--- src/rtl/hep_ram.sv ---
// generic single write port ram with registered read
module hep_ram #(
    parameter int WIDTH = 8,
    parameter int DEPTH = 16
) (
    input  logic                     clk,
    input  logic                     we,
    input  logic [$clog2(DEPTH)-1:0] waddr,
    input  logic [WIDTH-1:0]         wdata,
    input  logic                     re,
    input  logic [$clog2(DEPTH)-1:0] raddr,
    output logic [WIDTH-1:0]         rdata
);

    logic [WIDTH-1:0] mem [DEPTH];

    // write port
    always_ff @(posedge clk)
    begin
        if (we)
        begin
            mem[waddr] <= wdata;
        end
    end

    // registered read port, holds when not enabled
    always_ff @(posedge clk)
    begin
        if (re)
        begin
            rdata <= mem[raddr];
        end
    end

endmodule

--- config.mk ---
export PLATFORM = sky130hd
export DESIGN_NAME = hep_ram
export DESIGN_NICKNAME = d
export VERILOG_FILES = /design/src/rtl/hep_ram.sv
export SDC_FILE = /design/constraint.sdc
export NUM_CORES = 1
export LEC_CHECK = 0
export ABC_AREA = 1
export BUFFER_PORTS_ARGS = -buffer_cell sky130_fd_sc_hd__buf_2
export CAP_MARGIN = 20
export CELL_PAD_IN_SITES_DETAIL_PLACEMENT = 1
export CELL_PAD_IN_SITES_GLOBAL_PLACEMENT = 2
export CORE_MARGIN = 2
export CORE_UTILIZATION = 30
export CTS_BUF_LIST = sky130_fd_sc_hd__clkbuf_8
export DETAILED_ROUTE_END_ITERATION = 10
export PLACE_DENSITY = 0.59
export SLEW_MARGIN = 15
export SYNTH_ARGS = -nofsm -noshare
export SYNTH_HDL_FRONTEND = slang
export SYNTH_SLANG_ARGS = --single-unit
--- constraint.sdc ---
create_clock -name clk -period 2.4 [get_ports clk]
set_clock_uncertainty 0.05 [all_clocks]
set_input_delay 0.12 -clock clk [delete_from_list [all_inputs] [get_ports clk]]
set_output_delay 0.12 -clock clk [all_outputs]
set_load 0.02 [all_outputs]
# Word-level counts from Yosys, hierarchy flattened
# Memories as Yosys holds them, arrays and structs flattened. A register that Yosys moved wholly into a read port is not among the register bits.
# Cells that the tools add are included.
# W data, S select, Z words.
# totals
n_memories	1
register_bits	0
out_inout_bits	8
ramBits	128
elab_cells	3
# mem_list
name	words	width	rd	rd_clocked_by_memory_dff	write_ports	line_no	source
mem	16	8	1	1	1	15	logic [WIDTH-1:0] mem [DEPTH];
# classes
mux	2
# op_table
cell	count
$mux W1	2

# Depth between registers and ports, before layout
# Gate-level depths: netlist (run 1).
# logic_depth
word_depth	2
depth_mapped	8
ltp_nobuf	7

# Worst setup path after synthesis (run 1)
# OpenSTA, ideal clock, no wires.
# synth_timing
path_type	input to register
from	input port waddr[2]
to	memory mem[10][0] (enable)
setup_ns	0.370
slack_ns	1.279
stages	2
t_arrival_ns	0.701
path_cell_list	nand3b_1 > nor2_1
# synth_rtl
element	line_no	source
from (decl)	8	input logic [$clog2(DEPTH)-1:0] waddr,
to (decl)	15	
# Straight into the memory's write port.

==> results of run 1 <==
## metal layers
metal	track usage, %	routed length (µm)
met4	4.64	152
met2	26.6	7340
met1	24.1	7990
met5	0	0
met3	3.53	453
## report_power, final
part / total, W / internal, W / switching (W)
clock: 0.00200 / 0.00111 / 0.000890
sequential: 0.00269 / 0.00267 / 0.0000173
combinational: 0.000351 / 0.0000943 / 0.000257
total: 0.00505 / 0.00388 / 0.00116
## registers in the layout, indices dropped and copies added (netlist names)
register  count
rdata         8
mem         128
## worst min-delay path by stage
stage                  to
6_report       mem[14][2]
5_1_grt        mem[14][2]
4_1_cts         mem[6][2]
3_5_place_dp     rdata[0]
3_3_place_gp     rdata[0]
2_1_floorplan   mem[0][0]
## worst max-delay path: cells and delay by family (launching register included)
kind	cells	cell delay, ps
AND/OR/NAND/NOR	5	520
flip-flops	1	380
buffers and inverters	1	70
## cell type report
| type | instances | area (µm²) |
|---|---|---|
| fillers | 2218 | 12500 |
| flip-flops and latches | 136 | 4080 |
| multi-input cells | 289 | 1210 |
| inverters | 102 | 383 |
| well taps | 265 | 332 |
| repair buffers | 44 | 293 |
| clock buffers | 17 | 234 |
| clock inverters | 15 | 185 |
## kinds of logic (layout without fill, tap and decap cells)
| kind of cell | count (synthesis) | in the layout | synth area share, % |
|---|---|---|---|
| buffers and inverters | 126 | 178 | 9.39 |
| AND/OR/NAND/NOR | 289 | 289 | 20.8 |
| flip-flops | 136 | 136 | 69.8 |
## placed cells by master (no fill, tap or decap)
cell	count
sky130_fd_sc_hd__buf_2	26
sky130_fd_sc_hd__inv_2	2
sky130_fd_sc_hd__buf_12	2
sky130_fd_sc_hd__buf_4	15
sky130_fd_sc_hd__nand2_1	173
sky130_fd_sc_hd__clkbuf_8	17
sky130_fd_sc_hd__clkinvlp_4	4
sky130_fd_sc_hd__inv_1	101
sky130_fd_sc_hd__dlygate4sd3_1	1
sky130_fd_sc_hd__edfxtp_1	136
sky130_fd_sc_hd__nand3b_1	2
sky130_fd_sc_hd__clkinv_1	2
sky130_fd_sc_hd__bufinv_16	4
sky130_fd_sc_hd__nor2_1	17
sky130_fd_sc_hd__clkinv_2	3
sky130_fd_sc_hd__nand3_1	97
sky130_fd_sc_hd__clkinv_4	1
## through the flow
stage	hold WS (ps)	instances
finish	51.3	868
global route	48.2	868
CTS	35.3	868
detailed placement	449	835
global placement	451	835
floorplan	169	551
==> results.txt, run 1 <==
The number of max-cap violations is 0. In the routed design, unresolved DRC markers number 0. The number of post-CTS setup repair buffers is 0. The routability congestion estimate came out at 0.760. The launch point of the worst path is mem[5][1]. The startpoint-to-endpoint class of the critical path is reg -> reg. The top-level port count is 27. The routed layout has roughly 3800 vias. The number of storage elements in the synthesis netlist is 136. The depth of the worst register-to-register path came out at 6. STA classifies the critical path endpoint as a flop. The number of instances in the synthesized netlist came out at between 500 and 600. sky130_fd_sc_hd__edfxtp_1 takes more of the synthesized area than any other cell. The wire length of the first global-routing pass came out at about 25000 µm. The signed area change from the synthesized netlist to the final layout is 15.0%. For the worst setup path, the data required time is 2550 ps. The via count of the first global-routing pass is roughly 4000.

The kind of launch point of the worst setup path is a flop. Setup repair after global routing left no endpoint under its margin. The final worst-path setup slack is 1140 ps. The average wire per cell in the routed design is between 15 and 20 µm.

The number of nets in the synthesized netlist is 570. The H-tree was split into 4 levels. The share of flip-flops with an asynchronous set or reset after synthesis is 0%. The overall overflow remaining after global route came out at 0.

The maximum ir drop on the vdd rail came out at around 320 µV. TritonCTS built the clock tree. The final clock period utilization by the worst path came out at a little over half.

For this run, the share of the core covered by cells in the final layout is a little over a third. Traced cell by cell, the critical path runs through inv_1 > nand2_1 > nand3_1 > nand3_1 > nand3_1 > nand2_1. Of the synthesized area, sequential elements account for 69.8%. The number of I/O port buffers came out at 26. The floorplan step defined a core boundary enclosing ~19000 µm². The average via count per standard cell came out at roughly 4.4. In this run the register-to-register setup slack is approximately 1100 ps.

The share of the synthesized area in the top cell type came out at between 60 and 70%. In this run the cell area of the synthesized design comes to between 5000 and 6000 µm². The die height is approximately 140 µm. The maximum clock insertion buffer count is 2. The number of rows created at floorplan is between 50 and 60. By instance count, the cell type seen most on the critical path is sky130_fd_sc_hd__nand3_1. The clock latency reported for the late side of the worst-skew pair is 440 ps.

In this run the critical register-to-register path is launched from mem[5][1]. In the synthesized netlist the dominant register cell turns out to be sky130_fd_sc_hd__edfxtp_1. The cell with the largest stage delay on the worst path is sky130_fd_sc_hd__edfxtp_1. The post-cts hold buffer count came out at 1. The cell area after placement came out at around 6300 µm². The sum of routed wire length over all layers came out at 15900 µm. The total power divided by cell area is approximately 750 nW/µm². The detail route stage leaves a number of antenna-violating nets equal to 0. The number of gates given a new drive strength after cts is 0. The post-layout instance area is 6720 µm². The total clock sinks is roughly 140. Total power for the finished layout comes to ~0.0050 W. Detailed placement ended at an HPWL of just over 10000 µm. Global routing consumed, over all layers together, 17.0% of the routing resources.

Entering global routing, the biggest net connects 65 pins. The setup-violating endpoint count in the final report is 0. The proportion of layout cells with a drive suffix above 1 came out at between 10% and 20%. The highest clock rate came out at slightly below 800 MHz. The slew of the pin with the lowest slew margin is roughly 750 ps. The leakage dissipation came out at about 2.8 nW. The worst pin sits at a relative slew slack of about half. The pre-antenna-repair detailed-routing pass consisted of 5 iterations. The count of inserted antenna diode cells came out at 0.

The most critical setup path has its endpoint at rdata[1]. Sorting the synthesized cells by area gives the leading types as sky130_fd_sc_hd__edfxtp_1 70%, sky130_fd_sc_hd__nand2_1 11%, sky130_fd_sc_hd__nand3_1 8.3%. The post-layout minimum cycle time is 1260 ps. The area of the die is just over 20000 µm². The number of nets in the layout is slightly above 600.

The number of instances on the worst hold path is 1. The run finished with clean final reports. In this run, the number of DRC markers left after iteration 0 of detailed routing was ~240. The number of pins exceeding their max-slew limit in the final report came out at 0. The most common cell in the synthesized netlist is sky130_fd_sc_hd__nand2_1. The count of different cell masters after synthesis is 11.

The synthesized area per cell is ~11 µm². The initial antenna violation count came to 0. Of all nets on the critical path, the largest fanout is 1. The TritonCTS buffer count is 17.

The number of hold violations in the final report is 0. The clock slew at the register clock pins of the worst setup and hold paths is roughly 80 ps. The final-layout setup total negative slack came out at 0 ps. The maximum single-stage delay on the critical path is 380 ps.

The initial core utilization is a little under a third. The count of yosys warnings during synthesis is 0. The worst setup slack before clock tree synthesis is ~850 ps. The terminus of the critical flop-to-flop path is rdata[1]. Yosys mapped a number of flops with a built-in enable equal to roughly 140.

The worst hold path begins at wdata[2]. STA puts the critical path data arrival time at between 1000 and 1500 ps. In this run the worst hold path is classified as in -> reg. From left edge to right edge, the die measures approximately 140 µm. Clock tree synthesis selected as its root buffer the cell sky130_fd_sc_hd__clkbuf_8.

Counting instances in the post-synthesis netlist gives the leading cell types as 173 x sky130_fd_sc_hd__nand2_1, 136 x sky130_fd_sc_hd__edfxtp_1, 100 x sky130_fd_sc_hd__inv_1, 97 x sky130_fd_sc_hd__nand3_1, 17 x sky130_fd_sc_hd__nor2_1.
(Power assumes the default switching activity.)
==> inputs of run 2 (changes only) <==
- PLACE_DENSITY: 0.59 -> 0.62
- clock period: 2.4 -> 1.11 ns (I/O delays scaled with it)
==> run 2 against run 1 <==
Flip-flop and latch count is the same. First-iteration DRC count shrank 19%. The flow now finishes with violations (negative setup slack). Clock power grew 110%. Critical path depth shrank 5.
==> results.txt, run 2 (synthesized netlist as in run 1, its figures left out) <==
Result of the run: complete, but fails checks (was finished, final reports clean). The checks that failed: negative setup slack. The DRC violation total after the first TritonRoute iteration came out at 198 (was 244). The number of nets in the layout is 633 (was 609).

The depth of the worst register-to-register path came out at 6 (unchanged). The kind of launch point of the worst setup path is a flop (unchanged). The average wire per cell in the routed design was 17.9 µm (was 18.4 µm). The overall overflow remaining after global route is 0 (unchanged). The switching power share of the total is 22.8% (was 23.1%). The detailed placer's ending HPWL is 10600 µm (was 10100 µm).

The internal portion of total power came out at 0.00849 W (was 0.00388 W). The total power divided by cell area came out at 1500 nW/µm² (was 750 nW/µm²). The start point of the worst min-delay path is wdata[1] (was wdata[2]).

The clock network fraction of design power was 38.2% (was 39.7%). The pin count of the biggest net entering global routing is 34 (was 65). The power spent charging and discharging nets was 0.00251 W (was 0.00116 W). The global routing usage summed across all routing layers came out at 16.7% (was 17.0%). The highest clock rate is 846 MHz.

The setup-violating endpoint count in the final report came out at 9 (was 0). The clock slew at the register clock pins of the worst setup and hold paths came out at 80 ps (about the same). The total power consumption of the routed design came out at 0.0110 W (was 0.00505 W).

The leakage dissipation is 3.12 nW (was 2.84 nW). The fill cell instance count of the final layout came to 2168 (was 2218). The area of the die is 20600 µm² (unchanged). The terminus of the critical flop-to-flop path is rdata[3] (was rdata[1]). The top-level port count is 27 (unchanged). The sum of routed wire length over all layers is 15900 µm (about the same).

The multi-input logic area is 1560 µm² (was 1210 µm²). The flip-flop count of the largest register after layout is 128 (unchanged). The number of H-tree levels is 4 (unchanged). The post-layout instance area is 7350 µm² (was 6720 µm²). The maximum ir drop on the vdd rail is 824 µV (was 322 µV). The initial core utilization is 30.3% (unchanged).

The count of inserted antenna diode cells came out at 0 (unchanged). Commonest cells after routing, fill and taps aside: 164 x sky130_fd_sc_hd__nand2_1, 136 x sky130_fd_sc_hd__edfxtp_1, 101 x sky130_fd_sc_hd__inv_1 (was 173 x sky130_fd_sc_hd__nand2_1, 136 x sky130_fd_sc_hd__edfxtp_1, 101 x sky130_fd_sc_hd__inv_1). The number of detailed-route iterations in the first pass is 4 (was 5). The CTS tree is done (unchanged). The wire length of the first global-routing pass is 24400 µm (was 24900 µm).

The area inside the core boundary is 19300 µm² (unchanged). The number of rows created at floorplan is 51 (unchanged). The initial antenna violation count is 0 (unchanged). The buffer type at the clock tree root is sky130_fd_sc_hd__clkbuf_8 (unchanged). The most frequent standard cell in the layout excluding fill and tap cells was sky130_fd_sc_hd__nand2_1 (unchanged). The worst hold slack is 12.4 ps (was 51.3 ps). The arrival time at the worst endpoint came to 1080 ps (was 1400 ps). Registers with the most flip-flops: mem (128), rdata (8) (unchanged). The via count came to 3966 (was 3792). The total clock sinks is 136 (unchanged). The clock latency reported for the late side of the worst-skew pair is 450 ps (was 440 ps). The number of instances on the worst hold path is 1 (unchanged). The kind of end point of the critical path is an output port (was flop). The final worst-path setup slack came out at -71.5 ps (was 1140 ps). The slew of the pin with the lowest slew margin came out at 502 ps (was 753 ps).

Critical path, cell by cell: buf_6 (was inv_1 > nand2_1 > nand3_1 > nand3_1 > nand3_1 > nand2_1). The number of I/O port buffers was 26 (unchanged). The signed area change from the synthesized netlist to the final layout is 25.7% (was 15.0%).

The total buffers and inverters traversed by the critical path came out at 1 (unchanged). The slack of the worst reg-to-reg path came out at -40 ps (was 1140 ps). The x dimension of the die came out at 144 µm (unchanged). The DRC violation count after routing is 0 (unchanged). The number of max-cap violations is 0 (unchanged). The origin of the critical flop-to-flop path was mem[14][3] (was mem[5][1]).

The top fanout value on the critical path is 1 (unchanged). The startpoint-to-endpoint class of the critical path is reg -> out (was reg -> reg). The destination of the worst hold path was mem[15][1] (was mem[14][2]).

The cell with the largest stage delay on the worst path is sky130_fd_sc_hd__edfxtp_1 (unchanged). The proportion of layout cells with a drive suffix above 1 came out at 26.0% (was 12.3%). The die height came out at 144 µm (unchanged). The number of nets with antenna violations after detailed routing is 0 (unchanged).

The portion of total power attributed to combinational logic came out at 8.8% (was 7.0%). The cell area after placement came out at 6490 µm² (was 6290 µm²). The endpoint required time on the critical path is 1000 ps (was 2550 ps). The TritonCTS buffer count is 17 (unchanged). The type of the tightest min-delay check is in -> reg (unchanged). The post-layout minimum cycle time came out at roughly 1200 ps.

The routability congestion estimate was 0.755 (was 0.760). RSZ-0062 raised after global routing: yes (was no). The sequential standard cell area came out at 4080 µm² (unchanged).

The number of pins exceeding their max-slew limit in the final report is 0 (unchanged). The relative slew slack is 66.5% (was 49.6%). The via count of the first global-routing pass is 4232 (was 4011).

The maximum single-stage delay on the critical path is 470 ps (was 380 ps). The cell class contributing the biggest share of worst-path delay is flip-flops (was simple AND/OR/NAND/NOR gates). The average via count per standard cell is 4.45 (was 4.37). The final clock period utilization by the worst path came out at 106%. The maximum clock insertion buffer count is 2 (unchanged).

The sequential share of power is 52.9% (was 53.3%). The number of hold violations in the final report is 0 (unchanged). The register with the most flip-flops is mem (unchanged).
run 2: power by group through the flow:
stage          combinational [W]  clock, W  sequential [W]
3_5_place_dp            0.000845         0         0.00593
2_1_floorplan           0.000406         0         0.00595
3_3_place_gp            0.000833         0         0.00593
6_report                0.000973   0.00421         0.00582
5_1_grt                  0.00108   0.00452         0.00583
4_1_cts                 0.000948   0.00434         0.00582
run 2: layout make-up:
cell class	count	area share, %
clock buffers	17	3.18
well taps	265	4.51
flip-flops and latches	136	55.6
inverters	102	5.21
repair buffers	68	7.97
clock inverters	14	2.25
multi-input cells	289	21.3
run 2: repair_timing:
action | in CTS | in global routing
resized for setup | 54 | 37
endpoints found under the setup margin | 16 | 16
hold buffers | 6 | 0
pin swaps | 32 | 20
hold endpoints to repair | 82 | 0
setup buffers | 0 | 0
run 2: through the flow:
step	worst slack [ps]	utilization [%]	instances	TNS, ps
after CTS	-107	37.3	891	-444
after detailed placement	-242	33.7	854	-6180
after global placement	-247	33.7	854	-4180
after floorplan	53.7	-	551	0
final	-71.5	38.1	891	-206
after global routing	-106	38.1	891	-935
run 2: metal layers:
metal | track usage, % | wire, µm | vias up
li1 | - | - | 1901
met3 | 3.20 | 464 | 16
met4 | 6.30 | 249 | 0
met2 | 28.9 | 8160 | 59
met5 | 0 | 0 | -
met1 | 20.7 | 7060 | 1990
run 2: worst max path at each step:
stage | from | to | cells after the start
6_report | rdata[3] | rdata[3] | 1
5_1_grt | rdata[3] | rdata[3] | 1
4_1_cts | rdata[3] | rdata[3] | 1
3_5_place_dp | raddr[0] | rdata[2] | 8
3_3_place_gp | raddr[0] | rdata[2] | 8
2_1_floorplan | waddr[3] | mem[4][0] | 2
==> inputs of run 3 (changes only) <==
- CORE_UTILIZATION: 30 -> 38
- PLACE_DENSITY: 0.62 -> 0.75
==> run 3 against run 2 <==
Clock power fell by 1%. Utilization rose by 9.4 points. Fmax fell by 1.9%. Global-route usage rose by 3.6 points. Clock-buffer cell count did not move. The flow still finishes with violations (negative setup slack). Via count rose by 0.86%. Largest power group unchanged. Largest cell class unchanged.
==> results.txt, run 3 (synthesized netlist as in run 1, its figures left out) <==
The via count of the first global-routing pass came out at 4164 (was 4232). The initial antenna violation count is 0 (unchanged). The proportion of layout cells with a drive suffix above 1 was 21.6% (was 26.0%). The final worst-path setup slack is -94.5 ps (was -71.5 ps). The initial core utilization is 38.6% (was 30.3%). The wire length of the first global-routing pass is 23800 µm (was 24400 µm). The area of the die is 16400 µm² (was 20600 µm²).

The kind of end point of the critical path is an output port (unchanged). The highest clock rate came out at 830 MHz (was 846 MHz). The pin count of the biggest net entering global routing came out at 31 (was 34). The buffer type at the clock tree root was sky130_fd_sc_hd__clkbuf_8 (unchanged).

The worst setup slack before clock tree synthesis came out at -215 ps (was -242 ps). The number of detailed-route iterations in the first pass is 4 (unchanged). The endpoint required time on the critical path came to 1000 ps (about the same). The top fanout value on the critical path came out at 1 (unchanged). The total clock sinks came out at 136 (unchanged). The maximum clock insertion buffer count is 2 (unchanged). The total power consumption of the routed design is 0.0109 W (was 0.0110 W). The CTS tree is done (unchanged).

The number of pins exceeding their max-slew limit in the final report came out at 0 (unchanged). The average via count per standard cell came out at 4.89 (was 4.45). The total buffers and inverters traversed by the critical path came out at 1 (unchanged).

The number of post-CTS setup repair buffers is 0 (unchanged). The total power divided by cell area is 1520 nW/µm² (was 1500 nW/µm²). The cell area after placement was 6450 µm² (was 6490 µm²). The top-level port count came out at 27 (unchanged). Commonest cells after routing, fill and taps aside: 170 x sky130_fd_sc_hd__nand2_1, 136 x sky130_fd_sc_hd__edfxtp_1, 101 x sky130_fd_sc_hd__inv_1 (was 164 x sky130_fd_sc_hd__nand2_1, 136 x sky130_fd_sc_hd__edfxtp_1, 101 x sky130_fd_sc_hd__inv_1). The detailed placer's ending HPWL came out at 10200 µm (was 10600 µm). The kind of launch point of the worst setup path was a flop (unchanged). The maximum single-stage delay on the critical path is 480 ps (was 470 ps). The type of the tightest min-delay check is in -> reg (unchanged).

The TritonCTS buffer count came out at 17 (unchanged). The final clock period utilization by the worst path is 109% (was 106%). The die height is 128 µm (was 144 µm). The clock slew at the register clock pins of the worst setup and hold paths is 80 ps (about the same).

The sum of routed wire length over all layers is 15400 µm (was 15900 µm). The x dimension of the die came out at 128 µm (was 144 µm). The average wire per cell in the routed design is 18.8 µm (was 17.9 µm). The count of inserted antenna diode cells is 0 (unchanged). Result of the run: complete, but fails checks (unchanged).

The maximum ir drop on the vdd rail came to 624 µV (was 824 µV). Registers with the most flip-flops: mem (128), rdata (8) (unchanged). The via count came out at 4000 (was 3966). The number of hold violations in the final report is 0 (unchanged).

The number of nets with antenna violations after detailed routing came to 0 (unchanged). The flip-flop count of the largest register after layout was 128 (unchanged). Failing checks: negative setup slack (unchanged).

The setup-violating endpoint count in the final report is 7 (was 9). Critical path, cell by cell: buf_6 (unchanged). The startpoint-to-endpoint class of the critical path was reg -> out (unchanged). The number of nets in the layout is 636 (was 633).

The number of max-cap violations came out at 0 (unchanged). The number of rows created at floorplan is 45 (was 51). The relative slew slack came to 68.8% (was 66.5%).

The overall overflow remaining after global route came to 0 (unchanged). The cell with the largest stage delay on the worst path is sky130_fd_sc_hd__edfxtp_1 (unchanged). The leakage dissipation is 3.10 nW (was 3.12 nW). RSZ-0062 raised after global routing: yes (unchanged). The arrival time at the worst endpoint was 1100 ps (was 1080 ps). The number of H-tree levels is 4 (unchanged). The cell class contributing the biggest share of worst-path delay is flip-flops (unchanged).

The number of I/O port buffers was 26 (unchanged). The routability congestion estimate was 0.767 (was 0.755). The post-layout minimum cycle time is 1200 ps (was 1180 ps).

The most frequent standard cell in the layout excluding fill and tap cells is sky130_fd_sc_hd__nand2_1 (unchanged). The slack of the worst reg-to-reg path came out at -30 ps (was -40 ps). The clock latency reported for the late side of the worst-skew pair came out at 450 ps (about the same).

The signed area change from the synthesized netlist to the final layout came out at 23.0% (was 25.7%). The DRC violation count after routing came out at 0 (unchanged). The slew of the pin with the lowest slew margin came out at 467 ps (was 502 ps). The DRC violation total after the first TritonRoute iteration came to 220 (was 198).

The post-layout instance area was 7190 µm² (was 7350 µm²). The global routing usage summed across all routing layers is 20.2% (was 16.7%). The area inside the core boundary is 15100 µm² (was 19300 µm²). The register with the most flip-flops was mem (unchanged).
==> run 3: layer usage <==
| layer | wire, µm | global-route usage, % | vias to the layer above |
|---|---|---|---|
| met2 | 7840 | 33.5 | 54 |
| met4 | 138 | 6.33 | 0 |
| met3 | 444 | 4.26 | 11 |
| li1 | - | - | 1911 |
| met1 | 6990 | 26.9 | 2024 |
| met5 | 0 | 0 | - |
==> run 3: final timing paths <==
kind              cells after the start       end        from
setup / recovery                      1  rdata[3]    rdata[3]
hold / removal                        4  rdata[1]    raddr[3]
setup reg to reg                      6  rdata[0]   mem[7][0]
hold reg to reg                       6  rdata[4]  mem[14][4]
==> run 3: where the power goes <==
group | total (W) | internal (W) | leakage [nW] | switching (W)
Combinational | 0.000947 | 0.000349 | 1.66 | 0.000598
Clock | 0.00415 | 0.00219 | 0.205 | 0.00197
Sequential | 0.00582 | 0.00578 | 1.24 | 0.0000414
==> run 3: through the flow <==
step | setup TNS (ps) | utilization [%] | hold slack [ps] | cells
floorplan | 0 | - | 104 | 551
global placement | -1360 | 42.6 | 397 | 777
detailed placement | -2740 | 42.6 | 395 | 777
CTS | -512 | 46.6 | 73.5 | 818
global route | -1070 | 47.5 | 111 | 818
finish | -254 | 47.5 | 95.8 | 818
==> run 3: area by class of cell <==
type | count | area, µm²
flip-flops and latches | 136 | 4080
repair buffers | 71 | 672
well taps | 188 | 235
inverters | 102 | 383
fillers | 1642 | 7950
clock inverters | 15 | 163
multi-input cells | 289 | 1420
clock buffers | 17 | 234
==> run 3: repair_timing <==
| item | in CTS | in global routing |
|---|---|---|
| setup endpoints to repair | 14 | 16 |
| gates cloned | 0 | 0 |
| pin swaps | 12 | 26 |
| resized for setup | 27 | 31 |
| hold buffers | 9 | 0 |
| hold endpoints to repair | 129 | 0 |
